`src/rtl/core/integer_math_unit_defines.svh`:
```
// ----------------------------------------------------------------------------
// Integer math unit assertion macros
// Shared property forms for the concurrent checks of the integer math unit.
// ----------------------------------------------------------------------------
`ifndef INTEGER_MATH_UNIT_DEFINES_SVH
`define INTEGER_MATH_UNIT_DEFINES_SVH

// Same-cycle implication, disabled while reset is asserted.
`define IMU_ASSERT_IMPL(label, clk, rst_n, ante, cons) \
	label: assert property (@(posedge clk) disable iff (!(rst_n)) (ante) |-> (cons)) \
		else $error("integer_math_unit check failed");

// Next-cycle implication, disabled while reset is asserted.
`define IMU_ASSERT_NEXT(label, clk, rst_n, ante, cons) \
	label: assert property (@(posedge clk) disable iff (!(rst_n)) (ante) |=> (cons)) \
		else $error("integer_math_unit check failed");

`endif

```
`src/rtl/core/imu_pkg.sv`:
```
// ----------------------------------------------------------------------------
// Integer math unit package
// Operation codes, sequencer states and limits shared by the unit's modules.
// ----------------------------------------------------------------------------
package imu_pkg;

	// Operation codes carried in the request's tuser.
	localparam logic [1:0] CMD_GCD  = 2'd0;
	localparam logic [1:0] CMD_FACT = 2'd1;
	localparam logic [1:0] CMD_SQRT = 2'd2;

	// Factorial limit and the width of its step counters.
	localparam int unsigned FACT_MAX = 12;
	localparam int unsigned FACT_IW  = 4;

	// Bound on Newton passes and the width of the pass counter.
	localparam int unsigned SQRT_MAX_ITER = 64;
	localparam int unsigned ITER_W        = 7;

	// Sequencer states.
	typedef enum logic [2:0] {
		ST_IDLE,
		ST_GCD_CHECK,
		ST_GCD_DIV,
		ST_FACT_LOOP,
		ST_FACT_ADD,
		ST_SQRT_CHECK,
		ST_SQRT_DIV,
		ST_DONE
	} state_t;

	// Status of the shared divider.
	typedef struct packed {
		logic busy;
		logic done;
	} div_stat_t;

endpackage

```
`src/rtl/core/imu_div.sv`:
```
// ----------------------------------------------------------------------------
// Integer math unit serial divider
// Restoring radix-2 divider: one quotient bit per cycle while busy.
// ----------------------------------------------------------------------------
module imu_div
	import imu_pkg::*;
#(
	parameter int unsigned W = 31
) (
	input  logic         clk,
	input  logic         arst_n,
	input  logic         start,
	input  logic [W-1:0] dividend,
	input  logic [W-1:0] divisor,
	output div_stat_t    stat,
	output logic [W-1:0] quotient,
	output logic [W-1:0] remainder
);

	localparam int unsigned CW = $clog2(W);

	logic [W-1:0]  rem_q;
	logic [W-1:0]  quo_q;
	logic [W-1:0]  dvs_q;
	logic [CW-1:0] cnt_q;
	logic          busy_q;
	logic          done_q;
	logic [W:0]    shifted;
	logic [W+1:0]  diff;
	logic          neg;

	// One trial subtraction of the divisor from the shifted partial remainder.
	always_comb begin
		shifted = {rem_q, quo_q[W-1]};
		diff    = {1'b0, shifted} - {2'b00, dvs_q};
		neg     = diff[W+1];
	end

	// Control: busy for W steps, then a one-cycle done pulse.
	always_ff @(posedge clk or negedge arst_n) begin
		if (!arst_n) begin
			busy_q <= 1'b0;
			done_q <= 1'b0;
			cnt_q  <= '0;
		end else begin
			done_q <= 1'b0;
			if (start) begin
				busy_q <= 1'b1;
				cnt_q  <= CW'(W - 1);
			end else if (busy_q) begin
				if (cnt_q == '0) begin
					busy_q <= 1'b0;
					done_q <= 1'b1;
				end else begin
					cnt_q <= cnt_q - 1'b1;
				end
			end
		end
	end

	// Datapath: the quotient shifts in where the dividend bits shift out.
	always_ff @(posedge clk) begin
		if (start) begin
			rem_q <= '0;
			quo_q <= dividend;
			dvs_q <= divisor;
		end else if (busy_q) begin
			rem_q <= neg ? shifted[W-1:0] : diff[W-1:0];
			quo_q <= {quo_q[W-2:0], ~neg};
		end
	end

	assign stat.busy = busy_q;
	assign stat.done = done_q;
	assign quotient  = quo_q;
	assign remainder = rem_q;

endmodule

```
`src/rtl/core/integer_math_unit.sv`:
```
// ----------------------------------------------------------------------------
// Integer math unit
// GCD by Euclid's remainder loop, factorial, and a Newton square root estimate.
// ----------------------------------------------------------------------------
// Usage:
// A request enters on the s_ channel: s_tuser holds the operation (0 gcd,
// 1 factorial of operand_a, 2 square root of operand_a), s_tdata holds
// operand_a in the low DATA_WIDTH bits and operand_b above it. One result
// leaves on the m_ channel: m_tdata holds the result, m_tuser the error flag.
// The unit works on one request at a time; s_tready is high only while the
// sequencer is idle. Every division runs through one shared serial divider.
// A finished result waits in the output register while m_tready is low; the
// next request is accepted meanwhile, and its own result waits in the
// sequencer until the output register frees up.
// Reset clears the sequencer and the output valid; no memory needs clearing.
// ----------------------------------------------------------------------------
`include "integer_math_unit_defines.svh"

module integer_math_unit
	import imu_pkg::*;
#(
	parameter int unsigned DATA_WIDTH = 31
) (
	input  logic                                   clk,
	input  logic                                   arst_n,
	input  logic                                   s_tvalid,
	output logic                                   s_tready,
	// tdata fields from bit 0: operand_a, operand_b, zero fill
	input  logic [((2*DATA_WIDTH+7)/8)*8-1:0]      s_tdata,
	// tuser fields from bit 0: cmd
	input  logic [1:0]                             s_tuser,
	output logic                                   m_tvalid,
	input  logic                                   m_tready,
	// tdata fields from bit 0: result, zero fill
	output logic [((DATA_WIDTH+7)/8)*8-1:0]        m_tdata,
	// tuser fields from bit 0: error
	output logic                                   m_tuser
);

	localparam int unsigned W         = DATA_WIDTH;
	localparam int unsigned M_TDATA_W = ((DATA_WIDTH+7)/8)*8;
	localparam int unsigned AW        = W + FACT_IW;

	state_t            state_q;
	state_t            state_d;
	logic [W-1:0]      a_q;
	logic [W-1:0]      b_q;
	logic [W-1:0]      x1_q;
	logic [W-1:0]      x2_q;
	logic [W-1:0]      p_q;
	logic [AW-1:0]     acc_q;
	logic [FACT_IW-1:0] i_q;
	logic [FACT_IW-1:0] j_q;
	logic [ITER_W-1:0] iter_q;
	logic              ovf_q;
	logic [W-1:0]      pend_res_q;
	logic              pend_err_q;
	logic [W-1:0]      res_q;
	logic              err_q;
	logic              out_valid_q;

	logic [W-1:0]      op_a;
	logic [W-1:0]      op_b;
	logic              accept;
	logic              out_free;
	logic              fact_bad;
	logic [W-1:0]      sq_diff;
	logic              sq_stop;
	logic [W:0]        sq_sum;
	logic [W-1:0]      xs;
	logic [AW-1:0]     fsum;
	logic              div_start;
	logic [W-1:0]      div_divisor;
	div_stat_t         div_stat;
	logic [W-1:0]      div_quo;
	logic [W-1:0]      div_rem;

	// Request fields and handshake.
	assign op_a     = s_tdata[W-1:0];
	assign op_b     = s_tdata[2*W-1:W];
	assign s_tready = (state_q == ST_IDLE);
	assign accept   = s_tvalid && s_tready;
	assign out_free = !out_valid_q || m_tready;
	assign fact_bad = (op_a == '0) || (op_a > W'(FACT_MAX));

	// Newton step terms and the shared factorial adder.
	always_comb begin
		sq_diff = (x2_q > x1_q) ? (x2_q - x1_q) : (x1_q - x2_q);
		sq_sum  = {1'b0, x1_q} + {1'b0, x2_q};
		xs      = sq_sum[W:1];
		sq_stop = (sq_diff <= W'(1)) || (iter_q == ITER_W'(SQRT_MAX_ITER)) ||
			(xs == '0);
		fsum    = acc_q + AW'(p_q);
	end

	// Divider operand select: gcd divides by b, the square root by the new x2.
	assign div_divisor = (state_q == ST_GCD_CHECK) ? b_q : xs;

	imu_div #(
		.W (W)
	) u_div (
		.clk       (clk),
		.arst_n    (arst_n),
		.start     (div_start),
		.dividend  (a_q),
		.divisor   (div_divisor),
		.stat      (div_stat),
		.quotient  (div_quo),
		.remainder (div_rem)
	);

	// Sequencer state register.
	always_ff @(posedge clk or negedge arst_n) begin
		if (!arst_n) begin
			state_q <= ST_IDLE;
		end else begin
			state_q <= state_d;
		end
	end

	// Next state and divider start.
	always_comb begin
		state_d   = state_q;
		div_start = 1'b0;
		case (state_q)
			ST_IDLE: begin
				if (accept) begin
					case (s_tuser)
						CMD_GCD:  state_d = ST_GCD_CHECK;
						CMD_FACT: state_d = fact_bad ? ST_DONE : ST_FACT_LOOP;
						CMD_SQRT: state_d = ST_SQRT_CHECK;
						default:  state_d = ST_DONE;
					endcase
				end
			end
			ST_GCD_CHECK: begin
				if (b_q == '0) begin
					state_d = ST_DONE;
				end else begin
					div_start = 1'b1;
					state_d   = ST_GCD_DIV;
				end
			end
			ST_GCD_DIV: begin
				if (div_stat.done) begin
					state_d = ST_GCD_CHECK;
				end
			end
			ST_FACT_LOOP: begin
				if (ovf_q || (W'(i_q) > a_q)) begin
					state_d = ST_DONE;
				end else begin
					state_d = ST_FACT_ADD;
				end
			end
			ST_FACT_ADD: begin
				if (j_q == FACT_IW'(1)) begin
					state_d = ST_FACT_LOOP;
				end
			end
			ST_SQRT_CHECK: begin
				if (sq_stop) begin
					state_d = ST_DONE;
				end else begin
					div_start = 1'b1;
					state_d   = ST_SQRT_DIV;
				end
			end
			ST_SQRT_DIV: begin
				if (div_stat.done) begin
					state_d = ST_SQRT_CHECK;
				end
			end
			ST_DONE: begin
				if (out_free) begin
					state_d = ST_IDLE;
				end
			end
			default: state_d = ST_IDLE;
		endcase
	end

	// Working registers of the three algorithms.
	always_ff @(posedge clk) begin
		case (state_q)
			ST_IDLE: begin
				a_q    <= op_a;
				b_q    <= op_b;
				x1_q   <= op_a >> 1;
				x2_q   <= W'(2);
				iter_q <= '0;
				p_q    <= W'(1);
				i_q    <= FACT_IW'(2);
				ovf_q  <= 1'b0;
				pend_res_q <= '0;
				pend_err_q <= 1'b1;
			end
			ST_GCD_CHECK: begin
				pend_res_q <= a_q;
				pend_err_q <= 1'b0;
			end
			ST_GCD_DIV: begin
				if (div_stat.done) begin
					a_q <= b_q;
					b_q <= div_rem;
				end
			end
			ST_FACT_LOOP: begin
				acc_q      <= '0;
				j_q        <= i_q;
				pend_res_q <= ovf_q ? '0 : p_q;
				pend_err_q <= ovf_q;
			end
			ST_FACT_ADD: begin
				if (j_q == FACT_IW'(1)) begin
					ovf_q <= |fsum[AW-1:W];
					p_q   <= fsum[W-1:0];
					i_q   <= i_q + 1'b1;
				end else begin
					acc_q <= fsum;
					j_q   <= j_q - 1'b1;
				end
			end
			ST_SQRT_CHECK: begin
				pend_res_q <= x1_q;
				pend_err_q <= 1'b0;
				if (!sq_stop) begin
					x2_q   <= xs;
					iter_q <= iter_q + 1'b1;
				end
			end
			ST_SQRT_DIV: begin
				if (div_stat.done) begin
					x1_q <= div_quo;
				end
			end
			default: begin
			end
		endcase
	end

	// Output register: loaded when a result is done and the slot is free.
	always_ff @(posedge clk or negedge arst_n) begin
		if (!arst_n) begin
			out_valid_q <= 1'b0;
		end else if ((state_q == ST_DONE) && out_free) begin
			out_valid_q <= 1'b1;
		end else if (m_tready) begin
			out_valid_q <= 1'b0;
		end
	end

	// Output payload.
	always_ff @(posedge clk) begin
		if ((state_q == ST_DONE) && out_free) begin
			res_q <= pend_res_q;
			err_q <= pend_err_q;
		end
	end

	assign m_tvalid = out_valid_q;
	assign m_tdata  = M_TDATA_W'(res_q);
	assign m_tuser  = err_q;

	// Checks on the sequencer and the shared divider.
	`IMU_ASSERT_IMPL(a_idle_div_quiet, clk, arst_n, s_tready, !div_stat.busy)
	`IMU_ASSERT_IMPL(a_div_done_owned, clk, arst_n, div_stat.done,
		(state_q == ST_GCD_DIV) || (state_q == ST_SQRT_DIV))
	`IMU_ASSERT_IMPL(a_error_zero_result, clk, arst_n, m_tvalid && m_tuser, res_q == '0)
	`IMU_ASSERT_NEXT(a_start_busy, clk, arst_n, div_start, div_stat.busy)

endmodule

```
`config.mk`:
```
export PLATFORM = sky130hd
export DESIGN_NAME = integer_math_unit
export DESIGN_NICKNAME = d
export VERILOG_FILES = /design/src/rtl/core/imu_pkg.sv /design/src/rtl/core/imu_div.sv /design/src/rtl/core/integer_math_unit.sv
export VERILOG_INCLUDE_DIRS = /design/src /design/src/rtl/core
export SDC_FILE = /design/constraint.sdc
export NUM_CORES = 1
export LEC_CHECK = 0
export BUFFER_PORTS_ARGS = -buffer_cell sky130_fd_sc_hd__buf_4
export CORE_ASPECT_RATIO = 1.1
export CORE_UTILIZATION = 30
export CTS_CLUSTER_SIZE = 40
export DETAILED_ROUTE_END_ITERATION = 10
export PLACE_DENSITY = 0.49
export SLEW_MARGIN = 20
export SYNTH_ARGS = -nofsm -noshare
export SYNTH_HDL_FRONTEND = slang
export SYNTH_SLANG_ARGS = --single-unit
```
`constraint.sdc`:
```
create_clock -name clk -period 6.2 [get_ports clk]
set_clock_uncertainty 0.2 [all_clocks]
set_input_delay 1.24 -clock clk [delete_from_list [all_inputs] [get_ports clk]]
set_output_delay 1.24 -clock clk [all_outputs]
set_load 0.05 [all_outputs]
```
==> results of run 1 <==
==> kinds of logic (layout without fill, tap and decap cells) <==
| family | after synthesis | in the layout |
|---|---|---|
| flip-flops | 374 | 374 |
| adder cells (fa/ha/maj) | 170 | 170 |
| multiplexers | 113 | 113 |
| buffers and inverters | 284 | 437 |
| AND/OR/NAND/NOR | 684 | 684 |
| AO/OA/AOI/OAI | 573 | 573 |
| other | 1 | 1 |
| XOR/XNOR | 114 | 114 |
==> final cells by class <==
cell class              instances  area share, %
well taps                    1026           4.72
inverters                     182           2.51
flip-flops and latches        374           39.9
clock inverters                26           1.50
repair buffers                177           5.18
clock buffers                  52           4.08
multi-input cells            1655           42.1
==> worst max-delay path, delay by kind of cell, from the launching register on <==
family,cells,cell delay (ns)
buffers and inverters,3,0.52
flip-flops,1,0.51
AO/OA/AOI/OAI,4,1.07
AND/OR/NAND/NOR,6,1.66
adder cells (fa/ha/maj),1,0.63
multiplexers,2,0.60
==> cells in the final DEF (no fill, tap or decap), types with 30 or more instances in the layout <==
master	count
nor4_1	40
ha_1	165
edfxtp_1	332
nand2b_1	30
clkbuf_16	43
nor3_1	43
a21oi_1	192
xnor2_1	72
o21ai_0	95
inv_1	180
a222oi_1	31
a211oi_1	47
nor2_1	252
nand2_1	166
mux2_2	68
xor2_1	42
a21o_1	45
dfxtp_1	31
buf_4	171
nand3_1	31
==> per-layer routing <==
layer  wire length (um)  part of all wire [%]  vias up
met3               3120                   4.2      106
met2              35200                    47      454
met4               2790                   3.7        0
met1              33600                    45     8822
li1                   -                     -     8715
met5                  0                     0        -
==> worst max path at each step <==
stage,start,endpoint,slack [ns],depth (start not counted)
after floorplan,x1_q[1]$_DFFE_PP_,u_div.quotient[0]$_DFFE_PP_,1.07,16
after global placement,x1_q[0]$_DFFE_PP_,u_div.quotient[4]$_DFFE_PP_,0.65,18
after detailed placement,x1_q[0]$_DFFE_PP_,u_div.quotient[3]$_DFFE_PP_,0.71,18
after CTS,x1_q[0]$_DFFE_PP_,u_div.quotient[6]$_DFFE_PP_,0.66,18
after global routing,x1_q[12]$_DFFE_PP_,u_div.quotient[6]$_DFFE_PP_,0.45,18
final,x1_q[25]$_DFFE_PP_,u_div.quotient[3]$_DFFE_PP_,0.69,16
==> Yosys cell counts, drive strengths merged, types with 7 or more instances <==
library cell | count | area share [%]
edfxtp | 332 | 43
nor2 | 256 | 4.1
a21oi | 193 | 4.2
inv | 180 | 2.9
nand2 | 166 | 2.7
ha | 165 | 8.8
mux2 | 97 | 4.7
o21ai | 97 | 2.1
clkbuf | 81 | 1.3
xnor2 | 72 | 2.7
a211oi | 47 | 1.5
a21o | 46 | 1.5
nor3 | 43 | 0.92
xor2 | 42 | 1.6
nor4 | 41 | 1.2
a222oi | 31 | 1.3
dfxtp | 31 | 2.7
nand2b | 31 | 0.83
nand3 | 31 | 0.66
nand4 | 26 | 0.70
buf | 21 | 0.47
nor2b | 21 | 0.56
o21a | 20 | 0.64
o21bai | 18 | 0.58
a31oi | 17 | 0.46
mux2i | 16 | 0.69
o31ai | 16 | 0.51
or3 | 12 | 0.32
and2 | 11 | 0.29
dfrtp | 11 | 1.2
o211ai | 11 | 0.35
and3 | 9 | 0.24
or2 | 8 | 0.21
a221oi | 7 | 0.26
o22ai | 7 | 0.19
==> per-stage QoR <==
stage | instance area, um^2 | hold WS [ns]
floorplan | 23400 | 0.200
CTS | 27200 | 0.207
finish | 27200 | 0.209
detailed placement | 25700 | 0.205
global placement | 25700 | 0.207
global route | 27200 | 0.231
==> power groups by stage <==
stage	clock network (mW)	logic [mW]	registers [mW]
global placement	0	0.0693	2.76
CTS	2.83	0.0695	2.70
detailed placement	0	0.0693	2.76
global route	2.92	0.0732	2.70
finish	2.77	0.0684	2.70
floorplan	0	0.0114	2.76
==> reports/qor.yml, run 1 <==
worst_setup_path:
  cp.required_ns: 6.30
  critical_path.max_fanout: 31
  path_class: "reg2reg"
  max_stage_delay_ns: 0.63
  worstSetupEndpointType: "flop"
  crit_top_cell: "buf_12"
  cp_cell_sequence: "inv_1, ha_1, nand2_1, or4_4, nor4_4, a311o_1, a21oi_2, buf_12, mux2i_1, nor2_1, o311ai_1, nor4_1, and4_4, o41ai_4, buf_12, mux2_1"
  r2r-end: "u_div.quotient[3]$_DFFE_PP_"
  rr_worst_depth: 16
  r2r_setup_slack_ns: 0.69
  slowest_stage: "ha_1"
  startpoint_type: "flop"
  rr_startpoint: "x1_q[25]$_DFFE_PP_"
  arrival_ns: 5.61
sta:
  fin_crit_sh_pct: 88.8
  period_needed_ns: 5.51
  slew_viol_final: 0
  setup_tns_ns: 0
  hold_violations: 0
  rsz0062_at_grt: "no"
  fmax_ghz: 0.182
  setup_ws_ns: 0.694
  setup_viol: 0
  worst_pin_slew_ns: 1.02
  relSlewSlack_pct: 31.3
global_routing:
  grt_use_met2_pct: 31.4
  antenna_found_initial: 0
  grt_max_degree: 64
  busiest_layer: "met2"
  grt_pass1_vias: 17732
  use_met1_pct: 25.1
  grt_overflow_total: 0
  grtUsageMet3_pct: 2.03
  grt_pass1_wl_um: 112000
  grt_usage_pct: 18.9
placement:
  placed_cells_incl_taps: 3413
  gp_congestion: 0.909
  io_buffers: 101
  dp_slack_ns: 0.707
  place.detailed.hpwl_um: 57800
clock_tree:
  cts_resized: 0
  clockRootBuffer: "clkbuf_16"
  htree_levels: 2
  clock_latency_ns: 0.58
  cts_buffer_depth: 3
  cts_setup_buffers: 0
  cts_tree: "done"
  holdBufCountCts: 0
  clkTransAtPathRegs_ns: 0.06
  clock_sinks: 374
  numCtsBuffers: 42
synthesis:
  synth_top_family_by_area: "compound AO/OA/AOI/OAI gates"
  async_flop_share_pct: 2.94
  synthDistinctLibCells: 83
  synthMuxAreaShare_pct: 5.36
  synth_nets: 2553
  seq_area_frac_synth_pct: 46.5
  synth_edf_count: 332
  synth-compound-area-share_pct: 16.1
  synth_seq_cells: 374
  synthXorXnorAreaFrac_pct: 4.28
  synth-main-ff-cell: "edfxtp_1"
  syn_area_um2: 23400
  synth_warnings: 0
  yosys.area_share.simple_pct: 13.8
  synthAdderAreaFrac_pct: 9.27
  synth_area_per_cell_um2: 10.1
  synthCells: 2313
final_layout:
  largest_register: "acc_q"
  diodes: 0
  num-fill-cells: 7730
  multiInputGateArea_um2: 11500
  final_nets: 2672
  finalNonFillerCells: 3492
  largest_reg_flops: 35
  seq_area_um2: 10900
  post-route-util_pct: 35.6
  area_growth_pct: 16.6
  drive_gt1_share_pct: 13.8
status:
  status: "completed"
power_and_ir_drop:
  switchingPower_mw: 1.10
  clkPwrFrac_pct: 49.9
  p_per_area_nw_per_um2: 203
  p_total_mw: 5.54
  sw_frac_of_total_pct: 19.9
  vdd_drop_max_uv: 170
  p_int_mw: 4.44
  seqPwrFrac_pct: 48.8
  p_comb_share_pct: 1.2
  p_leak_nw: 10.9
drt:
  ant_nets: 0
  vias_per_cell: 5.18
  drt-pass1-iter-count: 9
  via_count: 18097
  drtIter0Drc: 1562
  drt_wl_total_um: 74700
  wl_per_cell_um: 21.4
  route.detailed.drc: 0
worst_hold_path:
  hold_path_class: "reg2reg"
  min_path_cells: 0
  hold_path_end: "res_q[1]$_DFFE_PP_"
  min_from: "pend_res_q[1]$_DFFE_PP_"
floorplan:
  die_h_um: 295
  die_w_um: 268
  rows: 106
  initial_core_util_pct: 30.5
  ios: 105
  die-area_um2: 79000
  core_area_um2: 76500
run:
  drv_cap: 0
Power figures use the tool's default switching activity.
==> run 2, diff against run 1 <==
--- a/config.mk
+++ b/config.mk
@@ -6,12 +6,13 @@
 export SDC_FILE = /design/constraint.sdc
 export NUM_CORES = 1
 export LEC_CHECK = 0
+export ABC_AREA = 1
 export BUFFER_PORTS_ARGS = -buffer_cell sky130_fd_sc_hd__buf_4
 export CORE_ASPECT_RATIO = 1.1
-export CORE_UTILIZATION = 30
+export CORE_UTILIZATION = 50
 export CTS_CLUSTER_SIZE = 40
 export DETAILED_ROUTE_END_ITERATION = 10
-export PLACE_DENSITY = 0.49
+export PLACE_DENSITY = 0.71
 export SLEW_MARGIN = 20
 export SYNTH_ARGS = -nofsm -noshare
 export SYNTH_HDL_FRONTEND = slang
==> run 2 against run 1 <==
  * Fmax grew 4.8%
  * Wire length up 5.4%
  * Register-to-register slack gained 0.25 ns
  * Synthesized cell count increased by 44%
  * Final cell count grew 17%
  * Critical path type unchanged
  * Critical endpoint is now u_div.quotient[4]$_DFFE_PP_
==> reports/qor.yml, run 2 <==
placement:
  io_buffers: 101  # unchanged
  gp_congestion: 1.00  # +11%
  place_area_um2: 27400  # +6.6%
  dp_slack_ns: 1.01  # +0.307 ns
  place.detailed.hpwl_um: 61100  # +5.7%
global_routing:
  grtUsageMet3_pct: 2.98  # +0.95 points
  grt_max_degree: 91  # +42%
  use_met1_pct: 41.1  # +16 points
  grt_overflow_total: 0  # unchanged
  busiest_layer: "met2"
  grt_pass1_wl_um: 121000  # +8.4%
  grt_pass1_vias: 21205  # +20%
  grt_usage_pct: 29.9  # +11 points
  antenna_found_initial: 0  # unchanged
  grt_use_met2_pct: 47.1  # +16 points
drt:
  route.detailed.drc: 0  # unchanged
  ant_nets: 0  # unchanged
  vias_per_cell: 5.52  # +6.6%
  wl_per_cell_um: 19.2  # -10%
  drtIter0Drc: 2327  # +49%
  drt_wl_total_um: 78800  # +5.4%
  drt-pass1-iter-count: 6  # -3
  via_count: 22607  # +25%
floorplan:
  core_area_um2: 51400  # -33%
  die-area_um2: 53100  # -33%
  initial_core_util_pct: 50.8  # +20 points
  ios: 105  # unchanged
  rows: 87  # -18%
  die_w_um: 220  # -18%
  die_h_um: 242  # -18%
sta:
  period_needed_ns: 5.25  # -0.252 ns
  fmax_ghz: 0.190  # +4.8%
  rsz0062_at_grt: "no"
  setup_viol: 0  # unchanged
  slew_viol_final: 0  # unchanged
  fin_crit_sh_pct: 84.7  # -4.1 points
  relSlewSlack_pct: 29.0  # -2.3 points
  setup_ws_ns: 0.946  # +0.252 ns
  whs_ns: 0.220  # +0.0108 ns
  setup_tns_ns: 0  # unchanged
  hold_violations: 0  # unchanged
  worst_pin_slew_ns: 1.06  # +0.0447 ns
worst_setup_path:
  arrival_ns: 5.23  # -0.38 ns
  max_stage_delay_ns: 0.52  # -0.11 ns
  worstSetupEndpointType: "flop"
  cp_cell_sequence: "inv_1, ha_1, nand3_1, nand2_1, nand2_1, nand2_1, nand2_2, nand2_4, nand2_4, a21oi_4, nand2_1, nand2_1, inv_1, nand2_1, nor2_1, nand3_1, nor2_1, nor2_1, nand3_4, nand2_8, inv_2, nand2_1, buf_4"
  critPathTopFamily: "simple AND/OR/NAND/NOR gates"
  startpoint_type: "flop"
  cp.required_ns: 6.18  # -0.12 ns
  critical_path.max_fanout: 45  # +45%
  crit_top_cell: "nand2_1"
  path_class: "reg2reg"
  slowest_stage: "edfxtp_1"
  path_buf_inv: 4  # +1
synthesis:
  synth_top_area_share_pct: 38.2  # -4.5 points
  async_flop_share_pct: 2.94  # unchanged
  ys_top_cells_by_count: "nand2_1 (945), inv_1 (509), edfxtp_1 (332)"
  yosysMostFrequentCell: "nand2_1"
  synth_area_per_cell_um2: 7.84  # -22%
  synthCells: 3327  # +44%
  syn_area_um2: 26100  # +12%
  synth-main-ff-cell: "edfxtp_1"
  synth.top_cells.by_area: "edfxtp_1 (38%), nand2_1 (14%), ha_1 (7.9%)"
  yosys.area.top_type: "edfxtp_1"
  seq_area_frac_synth_pct: 41.6  # -4.9 points
  synth_nets: 3567  # +40%
  synth_edf_count: 332  # unchanged
  synthDistinctLibCells: 57  # -31%
  synth_warnings: 0  # unchanged
  synth_seq_cells: 374  # unchanged
final_layout:
  largest_register: "acc_q"
  layout_commonest_cell: "nand2_1"
  final_nets: 3637  # +36%
  area_growth_pct: 9.97
  final_cell_mix: "nand2_1 (944), inv_1 (509), edfxtp_1 (332)"
  drive_gt1_share_pct: 10.4  # -3.4 points
  largest_reg_flops: 35  # unchanged
  diodes: 0  # unchanged
  fin_area_um2: 28700  # +5.4%
clock_tree:
  cts_tree: "done"
  htree_levels: 2  # unchanged
  cts_setup_buffers: 0  # unchanged
  clockRootBuffer: "clkbuf_16"
  clock_latency_ns: 0.56  # -0.02 ns
  numCtsBuffers: 38  # -9.5%
  holdBufCountCts: 0  # unchanged
  clkTransAtPathRegs_ns: 0.06  # about the same
  clock_sinks: 374  # unchanged
  cts_resized: 0  # unchanged
  cts_buffer_depth: 3  # unchanged
run:
  drv_cap: 0  # unchanged
worst_hold_path:
  hold_path_class: "reg2reg"
status:
  status: "completed"
[run 2: cell types whose count changed after synthesis, moves of 34 or more]
cell / previous run / this run
xnor2_1: 72 / 18
nand3_1: 31 / 136
a21o_1: 46 / 4
a211oi_1: 47 / 1
nand2_2: 0 / 34
nand2_1: 166 / 945
o21ai_0: 97 / 189
a21oi_1: 192 / 226
clkbuf_1: 81 / 45
inv_1: 180 / 509
[run 2: kinds of logic after synthesis]
| logic type | synth area share, % |
|---|---|
| simple gates | 24.0 |
| buf+inv | 9.55 |
| compound gates | 13.2 |
| flops | 41.6 |
| fa+ha+maj | 8.30 |
| xor+xnor | 1.78 |
| mux | 1.55 |
| other cells | 0.0144 |
[run 2: cell type report]
class | instances | area, um^2
flip-flops and latches | 374 | 10900
well taps | 667 | 835
multi-input cells | 2341 | 12800
fillers | 4902 | 22700
inverters | 520 | 1950
clock buffers | 45 | 1060
repair buffers | 122 | 928
clock inverters | 25 | 248
[run 2: stage by stage]
stage	utilization [%]	cells
after floorplan	-	3327
after global placement	53.3	4024
after detailed placement	53.3	4024
after CTS	55.8	4094
after global routing	55.8	4094
final	55.8	4094
[run 2: layer usage]
metal | vias up | part of all wire (%)
met1 | 10497 | 43
met4 | 0 | 5.2
li1 | 11084 | -
met3 | 146 | 6.9
met2 | 880 | 45
met5 | - | 0
[run 2: worst reg2reg max path, delay by kind of cell, from the launching register on]
kind	cells	cell delay (ns)
AO/OA/AOI/OAI	1	0.52
AND/OR/NAND/NOR	17	2.35
flip-flops	1	0.52
adder cells (fa/ha/maj)	1	0.44
buffers and inverters	4	0.85
[run 2: final timing paths]
path	depth (start not counted)	slack, ns	startpoint	to
min in group asynchronous	1	0.31	arst_n	state_q[0]$_DFFE_PN0P_
worst max register to register	23	0.95	x1_q[1]$_DFFE_PP_	u_div.quotient[4]$_DFFE_PP_
worst min register to register	0	0.22	pend_res_q[28]$_DFFE_PP_	res_q[28]$_DFFE_PP_
worst max-delay path	23	0.95	x1_q[1]$_DFFE_PP_	u_div.quotient[4]$_DFFE_PP_
worst min-delay path	0	0.22	pend_res_q[28]$_DFFE_PP_	res_q[28]$_DFFE_PP_
max in group asynchronous	1	5.34	arst_n	u_div.busy_q$_DFF_PN0_
Power of run 2 is left out: the tool's default activity adds up to more than one toggle a clock period on the data nets, which glitch-free logic cannot reach.
